[config.mk]
export PLATFORM = sky130hd
export DESIGN_NAME = phi_queue
export DESIGN_NICKNAME = d
export VERILOG_FILES = /design/src/design/phi_pkg.sv /design/src/design/phi_queue.sv
export SDC_FILE = /design/constraint.sdc
export NUM_CORES = 1
export LEC_CHECK = 0
export BUFFER_PORTS_ARGS = -buffer_cell sky130_fd_sc_hd__buf_4
export CAP_MARGIN = 20
export CORE_MARGIN = 2
export CORE_UTILIZATION = 40
export CTS_CLUSTER_DIAMETER = 150
export CTS_CLUSTER_SIZE = 14
export DETAILED_ROUTE_END_ITERATION = 10
export PLACE_DENSITY_LB_ADDON = 0.05
export SYNTH_ARGS = -nofsm -noshare
export SYNTH_HDL_FRONTEND = slang
export SYNTH_SLANG_ARGS = --single-unit
[constraint.sdc]
create_clock -name clk -period 3.6 [get_ports clk]
set_input_delay 0.36 -clock clk [delete_from_list [all_inputs] [get_ports clk]]
set_output_delay 0.36 -clock clk [all_outputs]
set_load 0.01 [all_outputs]
[src/design/phi_pkg.sv]
`timescale 1ns / 1ps
`default_nettype none

package phi_pkg;

    localparam int SLOTS           = 2048;
    localparam int PIECES_PER_SLOT = 48;
    localparam int ELEMS           = PIECES_PER_SLOT * 3;
    localparam int HIST_DEPTH      = SLOTS * ELEMS;

    localparam int SLOT_W  = $clog2(SLOTS);
    localparam int HIST_AW = $clog2(HIST_DEPTH);

    localparam int QDEPTH = 4;
    localparam int QAW    = $clog2(QDEPTH);

    localparam int OUT_DEPTH = 8;
    localparam int OUT_AW    = $clog2(OUT_DEPTH);
    localparam int OUT_CW    = $clog2(OUT_DEPTH + 1);

    localparam logic [1:0] CMD_SAMPLE  = 2'd0;
    localparam logic [1:0] CMD_BLEND   = 2'd1;
    localparam logic [1:0] CMD_RELEASE = 2'd2;

    localparam logic [1:0] LVL_NONE = 2'd0;
    localparam logic [1:0] LVL_ONE  = 2'd1;
    localparam logic [1:0] LVL_PAIR = 2'd2;

    localparam logic [7:0]  MAX_GAP_RESET = 8'd8;
    localparam logic [15:0] ANGLE_HALF    = 16'd32768;
    localparam int          FRAC_BITS     = 16;

    typedef struct packed {
        logic [1:0]  level;
        logic        bank;
        logic [31:0] tick;
    } slot_state_t;

    // One queued job for the back end: a history write or a blend.
    typedef struct packed {
        logic               blend;
        logic               ok;
        logic               bank;
        logic [HIST_AW-1:0] addr;
        logic [31:0]        pos;
        logic [15:0]        angle;
        logic [15:0]        weight;
    } work_t;

    typedef struct packed {
        logic        interpolated;
        logic [31:0] pos;
        logic [15:0] angle;
    } result_t;

endpackage

`default_nettype wire

[src/design/phi_queue.sv]
`timescale 1ns / 1ps
`default_nettype none

module phi_queue
(
    input  wire logic            clk,
    input  wire logic            rst_n,
    input  wire logic            push,
    input  wire phi_pkg::work_t  data_in,
    output logic                 full,
    input  wire logic            pop,
    output phi_pkg::work_t       data_out,
    output logic                 empty
);

    phi_pkg::work_t entry_reg [phi_pkg::QDEPTH];

    logic [phi_pkg::QAW-1:0] wr_ptr_reg;
    logic [phi_pkg::QAW-1:0] rd_ptr_reg;
    logic [phi_pkg::QAW:0]   count_reg;
    logic                    do_push;
    logic                    do_pop;

    assign full     = (count_reg == (phi_pkg::QAW+1)'(phi_pkg::QDEPTH));
    assign empty    = (count_reg == '0);
    assign do_push  = push && !full;
    assign do_pop   = pop && !empty;
    assign data_out = entry_reg[rd_ptr_reg];

    always_ff @(posedge clk or negedge rst_n)
    begin
        if (!rst_n)
        begin
            wr_ptr_reg <= '0;
            rd_ptr_reg <= '0;
            count_reg  <= '0;
        end
        else
        begin
            if (do_push)
            begin
                wr_ptr_reg <= wr_ptr_reg + 1'b1;
            end
            if (do_pop)
            begin
                rd_ptr_reg <= rd_ptr_reg + 1'b1;
            end
            if (do_push && !do_pop)
            begin
                count_reg <= count_reg + 1'b1;
            end
            else if (do_pop && !do_push)
            begin
                count_reg <= count_reg - 1'b1;
            end
        end
    end

    always_ff @(posedge clk)
    begin
        if (do_push)
        begin
            entry_reg[wr_ptr_reg] <= data_in;
        end
    end

endmodule

`default_nettype wire

==> impl_metrics.yaml <==
routing:
  wl_per_cell_um: 21.5
  drt_first_pass_iters: 4
  vias: 5953
  wl_mm: 25.2
  ant_nets: 0
  drtIter0Drc: 349
  drc: 0
  viasPerCell: 5.07
run_status:
  status: "completed"
synthesis:
  synth_seq_area_share_pct: 81.9
  synth_edf_count: 344
  yosys-top-cells-area: "edfxtp_1 81%, mux4_2 15%, dfrtp_1 1.4%"
  yosysUniqueCellTypes: 22
  synth_area_per_cell_um2: 26.4
  synth_seq_cells: 351
  synth_most_common_cell: "edfxtp_1"
  syn_area_mm2: 0.0128
  synthArstFlopShare_pct: 1.99
  syn_nets: 582
  synth_warnings: 0
  synth_cells: 486
  synth_ff_type: "edfxtp_1"
  synth_top_area_share_pct: 80.5
  synth_area_leader_cell: "edfxtp_1"
  synth_common_cells: "344 x edfxtp_1, 86 x mux4_2, 9 x buf_2"
power:
  vdd.ir_drop.worst_mv: 0.373
  p_int_mw: 8.99
  switching_share_pct: 28.6
  p_switching_mw: 3.60
  p_leak_nw: 5.53
  p_per_area_mw_per_mm2: 776
  power_frac_comb_pct: 32.0
  p_clk_share_pct: 22.1
  p_total_mw: 12.6
  p_seq_share_pct: 45.9
timing:
  max_clock_freq_ghz: 0.352
  rsz0062_at_grt: "false"
  tightest_slew_ns: 0.713
  drv_slew: 0
  finalSetupViolCount: 0
  whs_ns: 0.0274
  fin_ws_ns: 0.760
  finalSetupTns_ns: 0
  hold_violations: 0
  skew_ns: 0.0167
  finalCritPeriodShare_pct: 78.9
  slew_headroom_pct: 52.5
  finalCriticalPeriod_ns: 2.84
cts:
  cts_max_level: 1
  cts_tree: "done"
  cts_resized: 0
  cts.path.max_buffers: 3
  cts_made_buffers: 29
  cts_sinks: 351
  clk_latency_ns: 0.54
  cts_setup_buffers: 0
  clk_pin_slew_ns: 0.07
  cts_hold_buffers: 70
  root_buffer: "clkbuf_16"
grt:
  antenna_found_initial: 0
  grt_pass1_wl_mm: 38.7
  grt-ovfl-total: 0
  grt_pass1_vias: 6557
  grt.total_usage_pct: 15.3
  grt_max_degree: 48
cells_and_area:
  fillers: 2540
  fin_area_mm2: 0.0162
  area_growth_pct: 26.5
  n_antenna_cell: 0
  multi_input_area_mm2: 0.00217
  final_cells: 1174
  drive_above_1_share_pct: 40.9
  regArea_mm2: 0.0105
  final_nets: 856
  fin_util_pct: 51.4
  largest_reg_flops: 344
setup_path:
  cp.arrival_ns: 2.48
  path_class: "flip-flop to primary output"
  crit_path_end_kind: "primary output"
  worstPathMaxFanout: 28
  start_kind: "flip-flop"
  cp.required_ns: 3.24
die:
  start_util_pct: 40.6
  die-area_mm2: 0.0335
  core_area_mm2: 0.0316
  fp-row-count: 65
  die_w_um: 183
  die_h_um: 183
  ioPinCount: 178
place:
  placed_cells: 1058
  gp_congestion: 0.677
  dp_hpwl_mm: 14.9
  placed_cell_area_mm2: 0.0147
  io_buffers: 177
  dp_worst_setup_slack_ns: 1.21
run:
  cap_viol_max_count: 0
hold_path:
  hold_class: "input pin to flip-flop"
-- power by group through the flow --
| stage | sequential (mW) | clock, mW | combinational [mW] |
|---|---|---|---|
| finish | 5.79 | 2.78 | 4.03 |
| global route | 5.88 | 3.03 | 4.35 |
| CTS | 5.82 | 2.89 | 4.16 |
| detailed placement | 5.90 | 0 | 4.08 |
| global placement | 5.85 | 0 | 4.06 |
| floorplan | 5.67 | 0 | 2.46 |
-- critical path, cell delays in order, from the launching register on --
cell and delay (ns):
dfrtp_4 0.81, buf_4 0.39, mux4_2 0.56, buf_4 0.16
-- final cells by class --
| class | count | area share (%) |
|---|---|---|
| clock buffers | 42 | 4.77 |
| well taps | 402 | 3.10 |
| repair buffers | 264 | 13.8 |
| flip-flops and latches | 351 | 64.8 |
| multi-input cells | 110 | 13.4 |
| inverters | 4 | 0.0925 |
| clock inverters | 1 | 0.100 |
-- placed cells by master (no fill, tap or decap) --
master | netlist | final
ha_1 | 5 | 5
clkbuf_1 | 4 | 13
dlygate4sd3_1 | 0 | 73
fa_1 | 1 | 1
mux4_2 | 86 | 86
xor2_1 | 2 | 2
clkbuf_16 | 0 | 29
nand2_1 | 1 | 1
or3_1 | 1 | 1
dfrtp_4 | 0 | 2
nor2_1 | 1 | 1
xnor2_1 | 4 | 4
buf_12 | 1 | 6
dfrtp_1 | 7 | 5
buf_4 | 4 | 185
nor3b_2 | 1 | 1
edfxtp_1 | 344 | 344
nand3_1 | 1 | 1
clkinv_8 | 0 | 1
and2_4 | 0 | 4
inv_1 | 4 | 4
nor2b_1 | 1 | 1
mux2_2 | 2 | 2
-- logic make-up (layout without fill, tap and decap cells) --
family	Yosys count	count (layout)	share of synthesized area (%)
flops	351	351	81.9
xor+xnor	6	6	0.410
fa+ha+maj	6	6	0.644
mux	88	88	15.3
buf+inv	25	311	1.27
simple gates	10	10	0.488
-- metal layers --
layer  global-route usage [%]  up-vias  share of wire, %
li1                         -     2612                 -
met1                     20.7     3174                43
met2                     25.6      133                50
met3                     3.02       34               4.6
met4                     3.87        0               1.9
met5                        0        -                 0
-- final timing paths --
path                                     from               end  slack, ns  cells past startpoint
max in group asynchronous               rst_n     rd_ptr_reg[0]       3.29                      2
worst min-delay path              data_in[30]  entry_reg[0][30]       0.03                      1
worst max register to register   count_reg[2]   entry_reg[0][2]       1.22                      4
worst min register to register   count_reg[2]      count_reg[2]       0.51                      1
min in group asynchronous               rst_n     rd_ptr_reg[1]       0.17                      2
worst max-delay path            rd_ptr_reg[0]      data_out[52]       0.76                      3
Power figures use the tool's default switching activity.
